$ cat src/rtl/core/prenc_pkg.sv
// Shared types, constants and small arithmetic helpers for the palette residual encoder.
// Used by every module in rtl/core; has no dependencies of its own.
`default_nettype none

package prenc_pkg;

    localparam int PALETTE_BITS = 4;
    localparam int PAL_DEPTH    = 1 << PALETTE_BITS;
    localparam int CNT_W        = 5;
    localparam int STEP_W       = 8;
    localparam int CH           = 3;
    localparam int CH_W         = 8;
    localparam int DIST_W       = 20;
    localparam int Q_W          = 9;
    localparam int LAYER_W      = 7;
    localparam int LAYER_MAX    = 127;
    localparam int DIV_STEPS    = 3;
    localparam int DIV_STAGES   = Q_W / DIV_STEPS;
    localparam int TREE_MID     = PALETTE_BITS / 2;
    localparam int MID_N        = PAL_DEPTH >> TREE_MID;
    localparam int CFG_IDX_W    = 2;
    localparam int CFG_DATA_W   = 8;

    localparam logic [CFG_IDX_W-1:0] REG_PALETTE_COUNT = 2'd0;
    localparam logic [CFG_IDX_W-1:0] REG_COARSE_STEP   = 2'd1;
    localparam logic [CFG_IDX_W-1:0] REG_FINE_STEP     = 2'd2;

    localparam logic OP_WRITE  = 1'b0;
    localparam logic OP_ENCODE = 1'b1;

    typedef struct packed {
        logic [CH_W-1:0] red;
        logic [CH_W-1:0] green;
        logic [CH_W-1:0] blue;
    } rgb_t;

    typedef struct packed {
        logic                    opcode;
        logic [PALETTE_BITS-1:0] entry_index;
        logic [CH_W-1:0]         red;
        logic [CH_W-1:0]         green;
        logic [CH_W-1:0]         blue;
        logic                    last_leaf;
    } leaf_t;

    typedef struct packed {
        logic [PALETTE_BITS-1:0] token;
        logic signed [7:0]       coarse_red;
        logic signed [7:0]       coarse_green;
        logic signed [7:0]       coarse_blue;
        logic signed [7:0]       fine_red;
        logic signed [7:0]       fine_green;
        logic signed [7:0]       fine_blue;
        logic                    last_out;
    } code_t;

    // Result of the nearest-entry search, handed to the residual stages.
    typedef struct packed {
        logic                    valid;
        logic [PALETTE_BITS-1:0] token;
        rgb_t                    anchor;
        rgb_t                    target;
        logic                    last;
    } srch_t;

    typedef struct packed {
        logic                    en;
        logic [DIST_W-1:0]       score;
        logic [PALETTE_BITS-1:0] idx;
        rgb_t                    anchor;
    } node_t;

    function automatic logic [DIST_W-1:0] color_dist(input rgb_t a, input rgb_t b);
        logic signed [CH_W:0]     dr;
        logic signed [CH_W:0]     dg;
        logic signed [CH_W:0]     db;
        logic signed [2*CH_W+1:0] sr;
        logic signed [2*CH_W+1:0] sg;
        logic signed [2*CH_W+1:0] sb;
        logic [DIST_W-1:0]        r2;
        logic [DIST_W-1:0]        g2;
        logic [DIST_W-1:0]        b2;
        dr = $signed({1'b0, a.red})   - $signed({1'b0, b.red});
        dg = $signed({1'b0, a.green}) - $signed({1'b0, b.green});
        db = $signed({1'b0, a.blue})  - $signed({1'b0, b.blue});
        sr = dr * dr;
        sg = dg * dg;
        sb = db * db;
        r2 = DIST_W'($unsigned(sr));
        g2 = DIST_W'($unsigned(sg));
        b2 = DIST_W'($unsigned(sb));
        return (r2 << 1) + r2 + (g2 << 2) + (b2 << 1);
    endfunction

    // The right node wins only when strictly nearer, so ties keep the lower index.
    function automatic node_t node_merge(input node_t l, input node_t r);
        if (r.en && (r.score < l.score))
            return r;
        else
            return l;
    endfunction

    function automatic logic [LAYER_W-1:0] layer_clamp(input logic [Q_W-1:0] q);
        if (q > Q_W'(LAYER_MAX))
            return LAYER_W'(LAYER_MAX);
        else
            return q[LAYER_W-1:0];
    endfunction

    function automatic logic [7:0] apply_sign(input logic neg, input logic [LAYER_W-1:0] m);
        logic [7:0] v;
        v = {1'b0, m};
        return neg ? (8'd0 - v) : v;
    endfunction

endpackage

`default_nettype wire

$ cat src/rtl/core/prenc_div.sv
// Pipelined restoring divider for the three colour channels, a few quotient bits per stage.
// Depends on prenc_pkg; the user must hold the divisor steady while words are in flight (not enforced here).
`default_nettype none

module prenc_div (
    input  logic                          clk,
    input  logic                          en,
    input  logic [prenc_pkg::Q_W-1:0]     num [prenc_pkg::CH],
    input  logic [prenc_pkg::STEP_W-1:0]  den,
    output logic [prenc_pkg::Q_W-1:0]     quo [prenc_pkg::CH]
);
    import prenc_pkg::*;

    logic [STEP_W-1:0] rem_reg  [DIV_STAGES][CH];
    logic [Q_W-1:0]    num_reg  [DIV_STAGES][CH];
    logic [Q_W-1:0]    quo_reg  [DIV_STAGES][CH];
    logic [STEP_W-1:0] rem_next [DIV_STAGES][CH];
    logic [Q_W-1:0]    num_next [DIV_STAGES][CH];
    logic [Q_W-1:0]    quo_next [DIV_STAGES][CH];

    always_comb
    begin
        logic [STEP_W-1:0] r;
        logic [STEP_W:0]   t;
        logic [Q_W-1:0]    n;
        logic [Q_W-1:0]    q;
        int                p;
        for (int s = 0; s < DIV_STAGES; s++)
        begin
            p = (s == 0) ? 0 : s - 1;
            for (int c = 0; c < CH; c++)
            begin
                r = (s == 0) ? '0     : rem_reg[p][c];
                n = (s == 0) ? num[c] : num_reg[p][c];
                q = (s == 0) ? '0     : quo_reg[p][c];
                for (int k = 0; k < DIV_STEPS; k++)
                begin
                    t = {r, n[Q_W-1]};
                    n = n << 1;
                    if (t >= {1'b0, den})
                    begin
                        t = t - {1'b0, den};
                        q = {q[Q_W-2:0], 1'b1};
                    end
                    else
                    begin
                        q = {q[Q_W-2:0], 1'b0};
                    end
                    r = t[STEP_W-1:0];
                end
                rem_next[s][c] = r;
                num_next[s][c] = n;
                quo_next[s][c] = q;
            end
        end
    end

    always_ff @(posedge clk)
    begin
        if (en)
        begin
            for (int s = 0; s < DIV_STAGES; s++)
            begin
                for (int c = 0; c < CH; c++)
                begin
                    rem_reg[s][c] <= rem_next[s][c];
                    num_reg[s][c] <= num_next[s][c];
                    quo_reg[s][c] <= quo_next[s][c];
                end
            end
        end
    end

    always_comb
    begin
        for (int c = 0; c < CH; c++)
        begin
            quo[c] = quo_reg[DIV_STAGES-1][c];
        end
    end

endmodule

`default_nettype wire

$ cat config.mk
export PLATFORM = sky130hd
export DESIGN_NAME = prenc_div
export DESIGN_NICKNAME = d
export VERILOG_FILES = /design/src/rtl/core/prenc_pkg.sv /design/src/rtl/core/prenc_div.sv
export SDC_FILE = /design/constraint.sdc
export NUM_CORES = 1
export LEC_CHECK = 0
export BUFFER_PORTS_ARGS = -buffer_cell sky130_fd_sc_hd__clkbuf_2
export CORE_MARGIN = 2
export CORE_UTILIZATION = 25
export DETAILED_ROUTE_END_ITERATION = 16
export HOLD_SLACK_MARGIN = 0.03
export PLACE_DENSITY = 0.4
export SETUP_SLACK_MARGIN = 0.3
export SYNTH_ARGS = -nofsm -noshare
export SYNTH_HDL_FRONTEND = slang
export SYNTH_SLANG_ARGS = --single-unit
$ cat constraint.sdc
create_clock -name clk -period 8.7 [get_ports clk]
set_clock_uncertainty 0.15 [all_clocks]
set_input_delay 0.87 -clock clk [delete_from_list [all_inputs] [get_ports clk]]
set_output_delay 0.87 -clock clk [all_outputs]
set_load 0.005 [all_outputs]
==> flow_summary.json, run 1 <==
{
  "fin_nets": 1686,
  "vias": 10100,
  "syn_area_per_cell_um2": 9.91,
  "power_switching_w": 0.00203,
  "p_int_w": 0.00297,
  "largest_register_ffs": 54,
  "yosysSeqAreaShare_pct": 29.3,
  "numPortBuffers": 63,
  "post_cts.repair.setup_buffers": 0,
  "setup.worst_path.class": "primary input to flop",
  "wl_um": 35800,
  "status": "completed",
  "final-hold-violation-count": 0,
  "rows": 84,
  "fmax_ghz": 0.135,
  "viasPerCell": 4.72,
  "startpoint_type": "primary input",
  "syn_nets": 1589,
  "p_sw_share_pct": 40.6,
  "dieHeight_um": 234,
  "async_flop_share_pct": 0,
  "multi_input_area_um2": 8820,
  "pwr-share-clk_pct": 17.5,
  "clk_pin_slew_ns": 0.06,
  "die_width_um": 234,
  "yosys-top-cells-area": "edfxtp_1 29%, ha_1 19%, xnor2_1 5.2%",
  "diodes": 0,
  "dp_hpwl_um": 27900,
  "period_share_pct": 85.1,
  "synth_cells": 1333,
  "insertion_delay_ns": 0.49,
  "synthesis.area_um2": 13200,
  "cts-resized-gates": 0,
  "pwr-share-seq_pct": 19.2,
  "p_leak_nw": 6.41,
  "gr-total-overflow": 0,
  "synth.distinct_cells": 66,
  "numCtsBuffers": 17,
  "arrival_ns": 7.49,
  "core_um2": 52400,
  "grt_max_degree": 77,
  "yosysWarnings": 0,
  "ff_latch_area_um2": 3870,
  "initial_core_util_pct": 25.2,
  "synth_ff_type": "edfxtp_1",
  "cts_sinks": 129,
  "ant_nets": 0,
  "drtIter0Drc": 453,
  "drive_above_1_share_pct": 14.3,
  "slew_headroom_pct": 36.2,
  "route.detailed.drc": 0,
  "rsz0062_at_grt": "false",
  "grt_pass1_wl_um": 56800,
  "r2r_setup_slack_ns": 1.84,
  "cts_tree": "done",
  "post_drt_wl_per_cell_um": 16.8,
  "setup_viol_count_final": 0,
  "drv_cap": 0,
  "worstHoldPathType": "flop to flop",
  "area_delta_synth_final_pct": 15.4,
  "ys_ff_latch": 129,
  "fill_cells": 5494,
  "finalMaxSlewViolations": 0,
  "end_kind": "flop",
  "drt-pass1-iter-count": 5,
  "clockBufferDepth": 2,
  "ir_worst_vdd_uv": 225,
  "htreeDepth": 4,
  "cp.required_ns": 8.78,
  "worstPathMaxFanout": 15,
  "power.density_nw_per_um2": 329,
  "die_area_um2": 54700,
  "worst_pin_slew_ns": 0.956,
  "antenna_found_initial": 0,
  "combPwrFrac_pct": 63.3,
  "total_power_w": 0.00501,
  "hold_buffers": 0,
  "synth_edf_count": 129,
  "gp_congestion": 0.823,
  "cts-root-buf": "clkbuf_16",
  "pin_count": 64,
  "grt_pass1_vias": 10300,
  "setup_tns_ns": 0,
  "synth_top_area_share_pct": 29.3,
  "yosysTopAreaCell": "edfxtp_1",
  "fin_crit_ns": 7.41,
  "grt_usage_pct": 13.7
}
## stage by stage
stage / hold slack [ns] / area, um2 / worst slack (ns) / instances / utilization (%)
5_1_grt: 0.277 / 15200 / 0.839 / 2131 / 29.1
6_report: 0.269 / 15200 / 1.29 / 2131 / 29.1
4_1_cts: 0.270 / 15200 / 1.31 / 2131 / 29.1
3_5_place_dp: 0.255 / 14500 / 0.787 / 2099 / 27.7
2_1_floorplan: 0.250 / 13200 / 1.31 / 1333 / -
3_3_place_gp: 0.251 / 14500 / 0.774 / 2099 / 27.7
## cell usage in the layout, fill, tap and decap left out, types with 7 or more instances in the layout
master,instances
nand4_1,24
xor2_1,21
edfxtp_1,129
nor2_1,92
clkbuf_16,17
nor3_1,21
xnor2_1,79
a21oi_1,95
o21bai_1,18
buf_4,32
fa_1,21
o31a_1,7
nor2b_1,40
nand2b_1,15
a21o_1,28
ha_1,198
nand3_1,17
nand2_1,48
mux2i_1,24
and3_1,10
bufinv_16,7
mux2_2,44
a211oi_1,7
mux2_4,14
o211ai_1,11
a31oi_1,7
inv_1,108
o21ai_1,28
clkbuf_2,62
nor4_1,8
mux2_1,36
inv_2,8
o21ai_0,43
and4_1,8
o21a_1,29
and2_1,8
## cell usage after synthesis, drive strengths merged, types with 2 or more instances
master	number
or3	5
nor2	93
o211ai	11
a311oi	2
nand3	17
nor3	23
or2	8
nand2b	15
a21boi	11
ha	198
buf	5
mux2i	24
o21bai	18
o31ai	4
nor2b	40
o31a	7
or4	3
xor2	21
a221o	2
a41oi	2
and4	8
and2	8
nand4	24
clkbuf	12
nand3b	2
o41ai	4
and3	10
a21o	28
a211oi	8
a311o	4
a31oi	7
a2111oi	6
nand2	49
o2111ai	2
xnor2	79
a21oi	96
o21a	29
edfxtp	129
inv	116
fa	21
mux2	94
nor4	10
o21ai	71
## path summary, 6_finish.rpt
check	startpoint	endpoint	cells past startpoint
worst min register to register	quo_reg[0][9]$_DFFE_PP_	quo_reg[1][12]$_DFFE_PP_	0
worst max-delay path	den[4]	rem_reg[1][1]$_DFFE_PP_	27
worst min-delay path	quo_reg[0][9]$_DFFE_PP_	quo_reg[1][12]$_DFFE_PP_	0
worst max register to register	rem_reg[0][1]$_DFFE_PP_	rem_reg[1][1]$_DFFE_PP_	24
## layout make-up
cell class	instances	share of cell area, %
Clock buffer	18	2.82
Tap cell	688	5.65
Multi-Input combinational cell	1071	57.9
Timing Repair Buffer	95	3.69
Clock inverter	14	1.70
Sequential cell	129	25.4
Inverter	116	2.86
## worst max-delay path, stage by stage
cell and delay (ns):
clkbuf_2 0.13, inv_1 0.19, buf_4 0.37, ha_1 0.35
nand4_1 0.16, a21oi_1 0.08, or3_1 0.39, o32a_1 0.36
o21ai_1 0.36, inv_1 0.08, ha_1 0.29, nor2b_1 0.15
o211ai_1 0.17, a21oi_1 0.12, o41ai_1 0.44, o21bai_1 0.11
buf_4 0.20, a21oi_1 0.31, ha_1 0.31, nor2b_1 0.15
o31a_1 0.25, o21a_1 0.18, o21ai_0 0.24, a21oi_1 0.10
a211o_1 0.28, nor2_2 0.43, mux2_2 0.41
## kinds of logic (layout without fill, tap and decap cells)
kind of cell             Yosys count  in the layout  share of synthesized area, %
AO/OA/AOI/OAI                    318            318                          15.4
XOR/XNOR                         100            100                          6.63
adder cells (fa/ha/maj)          219            219                          21.9
buffers and inverters            133            243                          3.92
flip-flops                       129            129                          29.3
multiplexers                     118            118                          10.2
AND/OR/NAND/NOR                  316            316                          12.5
## layer usage
metal	part of all wire (%)	GRT usage (%)	wire length [um]	vias to the layer above
met5	0	0	0	-
met4	2.2	4.94	802	0
met3	3.4	3.15	1200	46
met2	44	21.8	15900	147
met1	50	18.3	17900	4723
li1	-	-	-	5139
## power groups by stage
stage / registers (W) / clock network, W / logic, W
after global routing: 0.000976 / 0.000932 / 0.00361
final: 0.000959 / 0.000877 / 0.00317
after floorplan: 0.000949 / 0 / 0.00249
after CTS: 0.000962 / 0.000915 / 0.00321
after detailed placement: 0.000974 / 0 / 0.00318
after global placement: 0.000976 / 0 / 0.00317
(Power assumes the default switching activity.)
==> run 2, diff against run 1 <==
ABC_AREA = 1   (was default)
==> flow_summary.json, run 2 <==
{
  "route.met3.wl_um": 1160,
  "ys_ff_latch": 129,
  "largest_register_ffs": 54,
  "fin_crit_ns": 6.27,
  "min_path_cells": 0,
  "multi_input_area_um2": 9120,
  "rsz0062_at_grt": "false",
  "slowest_delay_ns": 0.48,
  "htreeDepth": 4,
  "reg2regPathDepth": 28,
  "worstPathMaxFanout": 12,
  "final-hold-violation-count": 0,
  "ir_worst_vdd_uv": 174,
  "drt-pass1-iter-count": 5,
  "r2r-start": "rem_reg[0][11]$_DFFE_PP_",
  "r2r_setup_slack_ns": 2.96,
  "post_drt_wl_per_cell_um": 14.7,
  "final_common_cell": "nand2_1",
  "cts_sinks": 129,
  "route.detailed.drc": 0,
  "clk_pin_slew_ns": 0.06,
  "drtIter0Drc": 575,
  "min_to": "quo_reg[2][23]$_DFFE_PP_",
  "end_kind": "flop",
  "p_leak_nw": 7.78,
  "antenna_found_initial": 0,
  "core_um2": 55200,
  "power_switching_w": 0.00250,
  "cts-resized-gates": 0,
  "dieHeight_um": 241,
  "period_share_pct": 72.1,
  "power.density_nw_per_um2": 324,
  "viasPerCell": 4.49,
  "setup.worst_path.class": "primary input to flop",
  "ant_nets": 0,
  "fin_util_pct": 28.7,
  "slew_headroom_pct": 43.3,
  "worst_pin_slew_ns": 0.850,
  "top_layer": "met4",
  "wirelength_met1_um": 19700,
  "grt_max_degree": 86,
  "syn_area_per_cell_um2": 7.56,
  "hold_buffers": 0,
  "synth_common_cells": "539 x nand2_1, 234 x inv_1, 198 x ha_1, 138 x a21oi_1, 129 x edfxtp_1",
  "crit_slowest_cell": "o21ai_1",
  "vias": 12100,
  "path_buf_inv": 4,
  "numCtsBuffers": 17,
  "setup_viol_count_final": 0,
  "total_power_w": 0.00514,
  "fmax_ghz": 0.159,
  "diodes": 0,
  "synth_ff_type": "edfxtp_1",
  "pwr-share-clk_pct": 12.9,
  "wl_um": 39700,
  "synth_edf_count": 129,
  "post-synth-top-count-cell": "nand2_1",
  "synth_cells": 1853,
  "grt_usage_pct": 14.2,
  "initial_core_util_pct": 25.4,
  "yosysSeqAreaShare_pct": 27.7,
  "wl_met2_um": 18100,
  "status": "completed",
  "yosysWarnings": 0,
  "startpoint_type": "primary input",
  "p_int_w": 0.00264,
  "min_from": "quo_reg[1][20]$_DFFE_PP_",
  "synth_top_area_share_pct": 27.7,
  "die_area_um2": 57900,
  "drv_cap": 0,
  "insertion_delay_ns": 0.48,
  "worstHoldPathType": "flop to flop",
  "combPwrFrac_pct": 68.3,
  "cts-root-buf": "clkbuf_16",
  "cp.required_ns": 8.90,
  "fin_nets": 2201,
  "dp_hpwl_um": 31300,
  "layout_common_cells": "539 x nand2_1, 233 x inv_1, 198 x ha_1",
  "ff_latch_area_um2": 3870,
  "drive_above_1_share_pct": 8.90,
  "setup_tns_ns": 0,
  "timing.rr.end": "rem_reg[1][11]$_DFFE_PP_",
  "clockBufferDepth": 2,
  "syn_nets": 2109,
  "fill_cells": 5957,
  "crit_top_cell": "nand2_1",
  "pin_count": 64,
  "yosysTopAreaCell": "edfxtp_1",
  "whs_ns": 0.267,
  "synth.distinct_cells": 47,
  "die_width_um": 241,
  "synthesis.area_um2": 14000,
  "async_flop_share_pct": 0,
  "finalMaxSlewViolations": 0,
  "post_cts.repair.setup_buffers": 0,
  "yosys-top-cells-area": "edfxtp_1 28%, ha_1 18%, nand2_1 14%",
  "pwr-share-seq_pct": 18.9,
  "gr-total-overflow": 0,
  "p_sw_share_pct": 48.6,
  "gp_congestion": 0.869,
  "cts_tree": "done",
  "critical-path-top-delay-family": "simple AND/OR/NAND/NOR gates",
  "arrival_ns": 6.47,
  "rows": 86,
  "grt_pass1_wl_um": 63700,
  "numPortBuffers": 63,
  "area_delta_synth_final_pct": 13.2,
  "grt_pass1_vias": 12200
}
## run 2: final cells by class
type                            count  share of cell area (%)
Multi-Input combinational cell   1469                    57.5
Sequential cell                   129                    24.4
Tap cell                          748                    5.90
Inverter                          242                    5.74
Timing Repair Buffer               86                    3.20
Clock buffer                       21                    2.78
Clock inverter                      9                   0.434
## run 2: layer usage
| metal | GRT usage (%) | vias up |
|---|---|---|
| li1 | - | 6429 |
| met1 | 18.7 | 5517 |
| met2 | 23.3 | 160 |
| met3 | 2.81 | 42 |
| met4 | 4.80 | 0 |
| met5 | 0 | - |
## run 2: through the flow
stage / worst slack [ns] / instances / cell area, um2
after floorplan: 2.58 / 1853 / 14000
after global placement: 1.89 / 2674 / 15400
after detailed placement: 1.84 / 2674 / 15400
after CTS: 2.36 / 2704 / 15900
after global routing: 1.82 / 2704 / 15900
final: 2.43 / 2704 / 15900
## run 2: how the worst max path moves through the flow
stage | startpoint | end | slack, ns | depth (start not counted)
after global routing | den[4] | rem_reg[1][11]$_DFFE_PP_ | 1.82 | 29
after CTS | den[4] | rem_reg[1][13]$_DFFE_PP_ | 2.36 | 29
after detailed placement | den[4] | rem_reg[1][13]$_DFFE_PP_ | 1.84 | 29
after global placement | den[4] | rem_reg[1][10]$_DFFE_PP_ | 1.89 | 29
final | den[2] | rem_reg[1][11]$_DFFE_PP_ | 2.43 | 30
after floorplan | den[1] | rem_reg[1][9]$_DFFE_PP_ | 2.58 | 30
## run 2: worst register-to-register path, delay by kind of cell (launching register included)
family | cells | cell delay, ns
fa+ha+maj | 3 | 1.11
buf+inv | 1 | 0.08
flops | 1 | 0.44
compound gates | 5 | 1.21
simple gates | 19 | 2.63
## run 2: logic make-up (layout without fill, tap and decap cells)
logic type	after synthesis	count (layout)	synth area share, %
compound gates	276	276	11.0
xor+xnor	100	100	6.25
fa+ha+maj	219	219	20.7
buf+inv	255	358	7.20
flops	129	129	27.7
simple gates	874	874	27.2
## run 2: power by group through the flow
stage	Clock, W	Sequential (W)	Combinational (W)
2_1_floorplan	0	0.000954	0.00278
3_3_place_gp	0	0.000987	0.00352
3_5_place_dp	0	0.000985	0.00351
4_1_cts	0.000698	0.000973	0.00353
5_1_grt	0.000716	0.000984	0.00408
6_report	0.000662	0.000970	0.00351
